[src/hw/rtl/esp_pkg.sv]
`timescale 1ns / 1ps
package esp_pkg;

    // sequencer states
    typedef enum logic [2:0] {
        ST_IDLE,
        ST_MUL,
        ST_DIV,
        ST_RESULT
    } state_t;

    localparam int unsigned DATA_W = 32;
    localparam int unsigned CFG_ADDR_W = 5;

    // register byte addresses
    localparam logic [CFG_ADDR_W-1:0] ADDR_FIRST_JERK   = 5'd0;
    localparam logic [CFG_ADDR_W-1:0] ADDR_FIRST_TARGET = 5'd4;
    localparam logic [CFG_ADDR_W-1:0] ADDR_BOUNDARY     = 5'd8;
    localparam logic [CFG_ADDR_W-1:0] ADDR_FINAL_SPEED  = 5'd12;
    localparam logic [CFG_ADDR_W-1:0] ADDR_SECOND_ACCEL = 5'd16;

    // saturate a 34-bit signed sum to 32 bits
    function automatic logic signed [31:0] sat32(input logic signed [33:0] v);
        logic signed [31:0] r;
        begin
            if (v > 34'sh0_7FFF_FFFF)
                r = 32'sh7FFF_FFFF;
            else if (v < -34'sh0_8000_0000)
                r = 32'sh8000_0000;
            else
                r = v[31:0];
            return r;
        end
    endfunction

endpackage

[src/hw/rtl/esp_divider.sv]
`timescale 1ns / 1ps
// restoring divider: 64-bit dividend by 33-bit divisor, one quotient bit per cycle
module esp_divider (
    input  logic        clk,
    input  logic        rst_n,
    input  logic        start,
    input  logic [63:0] dividend,
    input  logic [32:0] divisor,
    output logic        done,
    output logic [63:0] quotient
);

    logic [63:0] quo_reg, quo_next;
    logic [32:0] rem_reg, rem_next;
    logic [32:0] dvs_reg, dvs_next;
    logic [6:0]  cnt_reg, cnt_next;
    logic        busy_reg, busy_next;
    logic [33:0] shifted;
    logic [34:0] trial;

    // one shift-subtract step
    always_comb
    begin
        quo_next  = quo_reg;
        rem_next  = rem_reg;
        dvs_next  = dvs_reg;
        cnt_next  = cnt_reg;
        busy_next = busy_reg;
        shifted   = {rem_reg, quo_reg[63]};
        trial     = {1'b0, shifted} - {2'b00, dvs_reg};
        done      = 1'b0;
        if (start)
        begin
            quo_next  = dividend;
            rem_next  = '0;
            dvs_next  = divisor;
            cnt_next  = 7'd0;
            busy_next = 1'b1;
        end
        else if (busy_reg)
        begin
            if (!trial[34])
            begin
                rem_next = trial[32:0];
                quo_next = {quo_reg[62:0], 1'b1};
            end
            else
            begin
                rem_next = shifted[32:0];
                quo_next = {quo_reg[62:0], 1'b0};
            end
            cnt_next = cnt_reg + 7'd1;
            if (cnt_reg == 7'd63)
            begin
                busy_next = 1'b0;
                done      = 1'b1;
            end
        end
    end

    assign quotient = quo_next;

    always_ff @(posedge clk or negedge rst_n)
    begin
        if (!rst_n)
        begin
            busy_reg <= 1'b0;
            cnt_reg  <= '0;
        end
        else
        begin
            busy_reg <= busy_next;
            cnt_reg  <= cnt_next;
        end
    end

    always_ff @(posedge clk)
    begin
        quo_reg <= quo_next;
        rem_reg <= rem_next;
        dvs_reg <= dvs_next;
    end

endmodule

[src/hw/rtl/emergency_stop_scurve_profile_core.sv]
`timescale 1ns / 1ps
// rearm, phase-one and final ticks go straight to the result state; a phase-two tick
// squares the target in the multiply state, loads the divider, then runs 64 divider steps
// throughput: one tick at a time; in_stall stays high until the result is transferred
// reset: asynchronous active low, clears the profile state and config registers to zero
module emergency_stop_scurve_profile_core #(
    parameter int unsigned FRAC_BITS   = 16,
    parameter int unsigned COUNT_WIDTH = 16
) (
    input  logic        clk,
    input  logic        rst_n,
    // input channel
    input  logic        in_valid,
    output logic        in_stall,
    input  logic        action,
    input  logic signed [31:0] measured_velocity,
    input  logic signed [31:0] measured_accel,
    // output channel
    output logic        out_valid,
    input  logic        out_stall,
    output logic signed [31:0] velocity_command,
    output logic signed [31:0] accel_command,
    output logic        phase_one_done,
    output logic        phase_two_done,
    output logic        stop_complete,
    output logic [15:0] phase_one_ticks,
    output logic [15:0] phase_two_ticks,
    // configuration
    input  logic        psel,
    input  logic        penable,
    input  logic        pwrite,
    input  logic [esp_pkg::CFG_ADDR_W-1:0] paddr,
    input  logic [31:0] pwdata,
    output logic [31:0] prdata,
    output logic        pready
);

    localparam logic [COUNT_WIDTH-1:0] CNT_MAX = '1;

    esp_pkg::state_t state_reg, state_next;

    logic [30:0] first_jerk_reg, first_target_reg, boundary_reg;
    logic signed [31:0] final_speed_reg, second_accel_reg;

    logic latched_reg, latched_next;
    logic p1_reg, p1_next, p2_reg, p2_next, cpl_reg, cpl_next;
    logic signed [31:0] tgt_reg, tgt_next, ra1_reg, ra1_next, ra2_reg, ra2_next;
    logic signed [31:0] vel_reg, vel_next, acc_reg, acc_next, bnd_reg, bnd_next;
    logic [COUNT_WIDTH-1:0] cnt1_reg, cnt1_next, cnt2_reg, cnt2_next;
    logic [63:0] sq_reg, sq_next;
    logic div_run_reg, div_run_next;

    logic in_xfer, out_xfer;
    logic div_start, div_done;
    logic [63:0] div_q;
    logic [32:0] den;
    logic [31:0] tmag;

    // working values for the tick
    logic signed [31:0] w_tgt, w_ra1, w_vel, w_bnd, w_ra2;
    logic signed [33:0] diff, d1, d2, bsx, jsx, j2sx;
    logic [31:0] jmag;

    assign pready   = 1'b1;
    assign in_stall = (state_reg != esp_pkg::ST_IDLE);
    assign in_xfer  = in_valid && !in_stall;
    assign out_valid = (state_reg == esp_pkg::ST_RESULT);
    assign out_xfer = out_valid && !out_stall;

    // register file
    always_ff @(posedge clk or negedge rst_n)
    begin
        if (!rst_n)
        begin
            first_jerk_reg   <= '0;
            first_target_reg <= '0;
            boundary_reg     <= '0;
            final_speed_reg  <= '0;
            second_accel_reg <= '0;
        end
        else if (psel && penable && pwrite)
        begin
            unique case (paddr)
                esp_pkg::ADDR_FIRST_JERK:   first_jerk_reg   <= pwdata[30:0];
                esp_pkg::ADDR_FIRST_TARGET: first_target_reg <= pwdata[30:0];
                esp_pkg::ADDR_BOUNDARY:     boundary_reg     <= pwdata[30:0];
                esp_pkg::ADDR_FINAL_SPEED:  final_speed_reg  <= pwdata;
                esp_pkg::ADDR_SECOND_ACCEL: second_accel_reg <= pwdata;
                default: ;
            endcase
        end
    end

    always_comb
    begin
        unique case (paddr)
            esp_pkg::ADDR_FIRST_JERK:   prdata = {1'b0, first_jerk_reg};
            esp_pkg::ADDR_FIRST_TARGET: prdata = {1'b0, first_target_reg};
            esp_pkg::ADDR_BOUNDARY:     prdata = {1'b0, boundary_reg};
            esp_pkg::ADDR_FINAL_SPEED:  prdata = final_speed_reg;
            esp_pkg::ADDR_SECOND_ACCEL: prdata = second_accel_reg;
            default:                    prdata = '0;
        endcase
    end

    // divider for the phase-two jerk
    assign tmag = tgt_reg[31] ? 32'(-tgt_reg) : 32'(tgt_reg);
    assign den  = {(bnd_reg[31] ? 32'(-bnd_reg) : 32'(bnd_reg)), 1'b0};

    esp_divider u_div (
        .clk      (clk),
        .rst_n    (rst_n),
        .start    (div_start),
        .dividend (sq_reg),
        .divisor  (den),
        .done     (div_done),
        .quotient (div_q)
    );

    // sequencer and tick update
    always_comb
    begin
        state_next   = state_reg;
        latched_next = latched_reg;
        p1_next = p1_reg;  p2_next = p2_reg;  cpl_next = cpl_reg;
        tgt_next = tgt_reg; ra1_next = ra1_reg; ra2_next = ra2_reg;
        vel_next = vel_reg; acc_next = acc_reg; bnd_next = bnd_reg;
        cnt1_next = cnt1_reg; cnt2_next = cnt2_reg;
        sq_next   = sq_reg;
        div_start = 1'b0;
        w_tgt = tgt_reg; w_ra1 = ra1_reg; w_vel = vel_reg; w_bnd = bnd_reg;
        w_ra2 = ra2_reg;
        diff = '0; d1 = '0; d2 = '0; jmag = '0;
        bsx  = {3'b000, boundary_reg};
        jsx  = {3'b000, first_jerk_reg};
        j2sx = '0;
        unique case (state_reg)
            esp_pkg::ST_IDLE:
            begin
                if (in_xfer)
                begin
                    if (action)
                    begin
                        latched_next = 1'b0;
                        p1_next = 1'b0; p2_next = 1'b0; cpl_next = 1'b0;
                        tgt_next = '0; ra1_next = '0; ra2_next = '0;
                        vel_next = '0; acc_next = '0; bnd_next = '0;
                        cnt1_next = '0; cnt2_next = '0;
                        state_next = esp_pkg::ST_RESULT;
                    end
                    else
                    begin
                        if (!latched_reg)
                        begin
                            w_tgt = measured_velocity[31] ? $signed({1'b0, first_target_reg})
                                                          : -$signed({1'b0, first_target_reg});
                            w_ra1 = measured_accel;
                            w_vel = measured_velocity;
                            w_bnd = measured_velocity;
                            w_ra2 = w_tgt;
                        end
                        latched_next = 1'b1;
                        tgt_next = w_tgt; ra1_next = w_ra1; vel_next = w_vel;
                        bnd_next = w_bnd; ra2_next = w_ra2;
                        diff = 34'(final_speed_reg) - 34'(w_vel);
                        state_next = esp_pkg::ST_RESULT;
                        if (diff > bsx || diff < -bsx)
                        begin
                            d1 = 34'(w_tgt) - 34'(w_ra1);
                            if (d1 >= jsx || d1 <= -jsx)
                            begin
                                if (w_tgt >= w_ra1)
                                    w_ra1 = esp_pkg::sat32(34'(w_ra1) + jsx);
                                else
                                    w_ra1 = esp_pkg::sat32(34'(w_ra1) - jsx);
                            end
                            else
                            begin
                                p1_next = 1'b1;
                                w_ra1 = w_tgt;
                            end
                            ra1_next = w_ra1;
                            vel_next = esp_pkg::sat32(34'(w_vel) + 34'(w_ra1));
                            acc_next = w_ra1;
                            bnd_next = vel_next;
                            cnt1_next = (cnt1_reg == CNT_MAX) ? cnt1_reg
                                                              : cnt1_reg + 1'b1;
                            if (p2_reg)
                            begin
                                vel_next = final_speed_reg;
                                acc_next = '0;
                            end
                        end
                        else if (diff != 0)
                        begin
                            state_next = esp_pkg::ST_MUL;
                        end
                        else
                        begin
                            cpl_next = 1'b1;
                            acc_next = '0;
                            if (p2_reg)
                                vel_next = final_speed_reg;
                        end
                    end
                end
            end
            esp_pkg::ST_MUL:
            begin
                sq_next    = 64'(tmag) * 64'(tmag);
                state_next = esp_pkg::ST_DIV;
            end
            esp_pkg::ST_DIV:
            begin
                div_start = !div_run_reg;
                if (div_done)
                begin
                    if (bnd_reg == 0)
                        jmag = '0;
                    else if (div_q > 64'h7FFF_FFFF)
                        jmag = 32'h7FFF_FFFF;
                    else
                        jmag = div_q[31:0];
                    w_ra2 = ra2_reg;
                    if (jmag == 0 || jmag >= (32'd1 << FRAC_BITS))
                    begin
                        p2_next = 1'b1;
                        w_ra2 = second_accel_reg;
                    end
                    j2sx = {2'b00, jmag};
                    d2 = 34'(second_accel_reg) - 34'(w_ra2);
                    if (d2 >= j2sx || d2 <= -j2sx)
                    begin
                        if (second_accel_reg >= w_ra2)
                            w_ra2 = esp_pkg::sat32(34'(w_ra2) + j2sx);
                        else
                            w_ra2 = esp_pkg::sat32(34'(w_ra2) - j2sx);
                    end
                    else
                    begin
                        p2_next = 1'b1;
                        w_ra2 = second_accel_reg;
                    end
                    ra2_next = w_ra2;
                    vel_next = esp_pkg::sat32(34'(vel_reg) + 34'(w_ra2));
                    acc_next = w_ra2;
                    cnt2_next = (cnt2_reg == CNT_MAX) ? cnt2_reg : cnt2_reg + 1'b1;
                    if (p2_next)
                    begin
                        vel_next = final_speed_reg;
                        acc_next = '0;
                    end
                    state_next = esp_pkg::ST_RESULT;
                end
            end
            esp_pkg::ST_RESULT:
            begin
                if (out_xfer)
                    state_next = esp_pkg::ST_IDLE;
            end
            default: state_next = esp_pkg::ST_IDLE;
        endcase
    end

    // divider launch flag
    always_comb
    begin
        div_run_next = div_run_reg;
        if (state_reg == esp_pkg::ST_DIV && !div_run_reg)
            div_run_next = 1'b1;
        else if (div_done)
            div_run_next = 1'b0;
    end

    always_ff @(posedge clk or negedge rst_n)
    begin
        if (!rst_n)
        begin
            state_reg   <= esp_pkg::ST_IDLE;
            div_run_reg <= 1'b0;
            latched_reg <= 1'b0;
            p1_reg <= 1'b0; p2_reg <= 1'b0; cpl_reg <= 1'b0;
            tgt_reg <= '0; ra1_reg <= '0; ra2_reg <= '0;
            vel_reg <= '0; acc_reg <= '0; bnd_reg <= '0;
            cnt1_reg <= '0; cnt2_reg <= '0;
        end
        else
        begin
            state_reg   <= state_next;
            div_run_reg <= div_run_next;
            latched_reg <= latched_next;
            p1_reg <= p1_next; p2_reg <= p2_next; cpl_reg <= cpl_next;
            tgt_reg <= tgt_next; ra1_reg <= ra1_next; ra2_reg <= ra2_next;
            vel_reg <= vel_next; acc_reg <= acc_next; bnd_reg <= bnd_next;
            cnt1_reg <= cnt1_next; cnt2_reg <= cnt2_next;
        end
    end

    always_ff @(posedge clk)
    begin
        sq_reg <= sq_next;
    end

    // result fields
    assign velocity_command = vel_reg;
    assign accel_command    = acc_reg;
    assign phase_one_done   = p1_reg;
    assign phase_two_done   = p2_reg;
    assign stop_complete    = cpl_reg;
    assign phase_one_ticks  = (32'(cnt1_reg) > 32'hFFFF) ? 16'hFFFF : 16'(cnt1_reg);
    assign phase_two_ticks  = (32'(cnt2_reg) > 32'hFFFF) ? 16'hFFFF : 16'(cnt2_reg);

endmodule

[config.mk]
export PLATFORM = sky130hd
export DESIGN_NAME = emergency_stop_scurve_profile_core
export DESIGN_NICKNAME = d
export VERILOG_FILES = /design/src/hw/rtl/esp_pkg.sv /design/src/hw/rtl/esp_divider.sv /design/src/hw/rtl/emergency_stop_scurve_profile_core.sv
export SDC_FILE = /design/constraint.sdc
export NUM_CORES = 2
export LEC_CHECK = 0
export BUFFER_PORTS_ARGS = -buffer_cell sky130_fd_sc_hd__buf_2
export CORE_UTILIZATION = 47
export DETAILED_ROUTE_END_ITERATION = 8
export PLACE_DENSITY_LB_ADDON = 0.15
export SYNTH_ARGS = -nofsm -noshare
export SYNTH_HDL_FRONTEND = slang
export SYNTH_SLANG_ARGS = --single-unit
[constraint.sdc]
create_clock -name clk -period 23.1 [get_ports clk]
set_input_delay 1.155 -clock clk [delete_from_list [all_inputs] [get_ports clk]]
set_output_delay 1.155 -clock clk [all_outputs]
set_load 0.01 [all_outputs]
==> flow_summary.yaml <==
status:
  run_status: "finished, violations left"
  violations: "design-rule violations"
synth:
  ys_seq_area_share_pct: 17.7
  synth_top_area_share_pct: 19.7
  yosysTopAreaCell: "fa_1"
  synth_area_leaders: "fa_1, dfrtp_1, ha_1"
  synth-edff-count: 95
  synth.cell_area_um2: 83100
  ys.flop_type: "dfrtp_1"
  synth.distinct_cells: 109
  ys_ff_latch: 588
  syn_inst: 9692
  post_synth.cell_area_avg_um2: 8.58
  synth_warnings: 0
  async_flop_share_pct: 67.3
layout:
  fill_cells: 16761
  final_cell_mix: "inv_1, nand2_1, fa_1"
  area_delta_synth_final_pct: 8.35
  layout_commonest_cell: "inv_1"
  seq_area_um2: 14700
  largest_register_ffs: 64
  drive_gt1_share_pct: 10.5
  nets: 11526
  multi_input_area_um2: 61800
timing:
  fin_crit_sh_pct: 69.4
  rsz0062_at_grt: "false"
  fin_skew_ns: 0.0530
  relSlewSlack_pct: 3.18
  max_freq_ghz: 0.0624
  min_period_ns: 16.04
  final_max_slew_viol_count: 0
  fin_setup_tns_ns: 0
  setup_viol: 0
  tightestPinTransition_ns: 1.45
  hold_violations: 0
clock_network:
  cts_buffers: 77
  h-tree-depth: 3
  path_clk_slew_ns: 0.06
  cts_sinks: 588
  holdBufCountCts: 0
  clock_path_buffers: 3
  cts_tree: "done"
  clkLatencyLatePin_ns: 0.76
  cts-root-buf: "clkbuf_16"
  post-cts-setup-buffers: 0
  cts_resized: 0
global_routing:
  grt_pass1_wl_mm: 500
  grt_max_degree: 132
  antenna_found_initial: 23
  grt_pass1_vias: 73136
  gr-total-overflow: 0
  gr-usage-all-layers_pct: 38.3
placed_design:
  io_buffers: 241
  gp_congestion: 1.01
  dpl.hpwl_mm: 280
detailed_routing:
  drc_errors: 23
  wire_per_inst_um: 28.4
  vias: 73993
  wl_mm: 347
  drt_iter0_drc: 7816
  ant_nets: 0
  dr.pass1.iters: 9
  viasPerCell: 6.06
worst_setup_path:
  path_max_fanout: 50
  reg2reg_depth: 55
  reg2reg_to: "velocity_command[7]$_DFFE_PN0P_"
  worst_ep_required_time_ns: 23.79
  crit_arrival_ns: 16.72
  slowest_delay_ns: 0.83
  critPathLaunchType: "flop"
  r2r-start: "state_reg[0]$_DFFE_PN0P_"
  startpoint: "state_reg[0]$_DFFE_PN0P_"
  timing.critical_path.to: "velocity_command[7]$_DFFE_PN0P_"
  crit_type: "flop to flop"
  reg2reg_setup_slack_ns: 7.06
  crit_top_cell: "a21oi_1"
  end_kind: "flop"
  slowest_stage: "nand3_1"
min_path:
  hold_class: "input port to asynchronous set/reset pin"
floorplanning:
  die_y_um: 423
  start_util_pct: 47.6
  placeableCoreArea_um2: 175000
  fp-row-count: 153
  die_area_um2: 179000
  die_width_um: 423
  ios: 243
flow_run:
  max-cap-violations: 0
stage by stage:
step                instances  util (%)  hold slack (ns)  instance area [um2]  worst slack, ns
floorplan                9720         -            0.433                83200            10.93
global placement        12054      50.0            0.443                87400             7.66
detailed placement      12054      50.0            0.455                87400             7.31
CTS                     12195      51.5            0.410                90000             7.24
global route            12198      51.5            0.428                90000             5.84
finish                  12210      51.5            0.370                90100             7.06
critical path: cells and delay by family, from the launching register on:
family / cells / cell delay [ns]
AOI/OAI and AO/OA: 26 / 5.25
xor gates and xnor gates: 2 / 0.95
adders and majority gates: 5 / 1.51
buffers and inverters: 9 / 3.18
DFF: 1 / 0.44
muxes: 2 / 0.90
and+or+nand+nor: 11 / 3.53
final cells by class:
cell class,instances,share of cell area [%]
Timing Repair Buffer,417,2.83
Clock inverter,39,0.539
Tap cell,2325,3.23
Sequential cell,588,16.3
Antenna cell,15,0.0417
Multi-Input combinational cell,7282,68.6
Clock buffer,102,2.42
Inverter,1442,6.01
synthesized netlist by cell type (18+ instances only):
cell	count
or3_1	54
dfxtp_1	97
a22oi_1	72
nand4_1	80
o211ai_1	70
nor2b_1	72
o21ai_1	25
mux2_2	358
a222oi_1	41
xnor2_1	361
edfxtp_1	95
a21boi_0	18
nand2b_1	74
o31ai_1	67
nor2_1	809
nand2_1	821
buf_1	35
inv_1	1426
nor3_1	121
dfrtp_1	396
a21oi_1	628
buf_2	21
nand3_1	179
and3_1	49
a211oi_1	39
a22o_1	31
or4_1	19
a21o_1	222
o22ai_1	38
and2_1	40
o21ai_0	446
or2_2	25
mux2i_1	114
clkbuf_1	333
o21bai_1	68
ha_1	791
fa_1	818
o21a_1	64
nor4_1	50
xor2_1	139
a221oi_1	45
a31oi_1	119
cell families after synthesis:
kind of cell	Yosys count	synth area share [%]
buffers and inverters	1850	8.52
adders and majority gates	1613	31.7
and+or+nand+nor	2469	13.5
DFF	588	17.7
xor gates and xnor gates	502	5.31
muxes	482	6.40
AOI/OAI and AO/OA	2186	16.9
other	2	0.00904
metal layers:
metal  share of wire (%)  track usage (%)  vias to the layer above
li1                    -                -                    33072
met1                  42             52.2                    36849
met2                  42             56.8                     3322
met3                 8.3             6.92                      746
met4                 7.2             22.4                        4
met5              0.0061                0                        -
how the worst min path moves through the flow:
stage	startpoint	to	slack (ns)	cells past startpoint
after floorplan	ra1_reg[0]$_DFFE_PN0P_	ra1_reg[0]$_DFFE_PN0P_	0.43	2
after global placement	ra1_reg[16]$_DFFE_PN0P_	ra1_reg[16]$_DFFE_PN0P_	0.44	2
after detailed placement	ra1_reg[16]$_DFFE_PN0P_	ra1_reg[16]$_DFFE_PN0P_	0.46	2
after CTS	rst_n	boundary_reg[27]$_DFFE_PN0P_	0.41	1
after global routing	rst_n	final_speed_reg[27]$_DFFE_PN0P_	0.43	1
final	rst_n	boundary_reg[27]$_DFFE_PN0P_	0.37	1
Power is left out: the tool's default activity adds up to more than one toggle a clock period on the data nets, which glitch-free logic cannot reach.
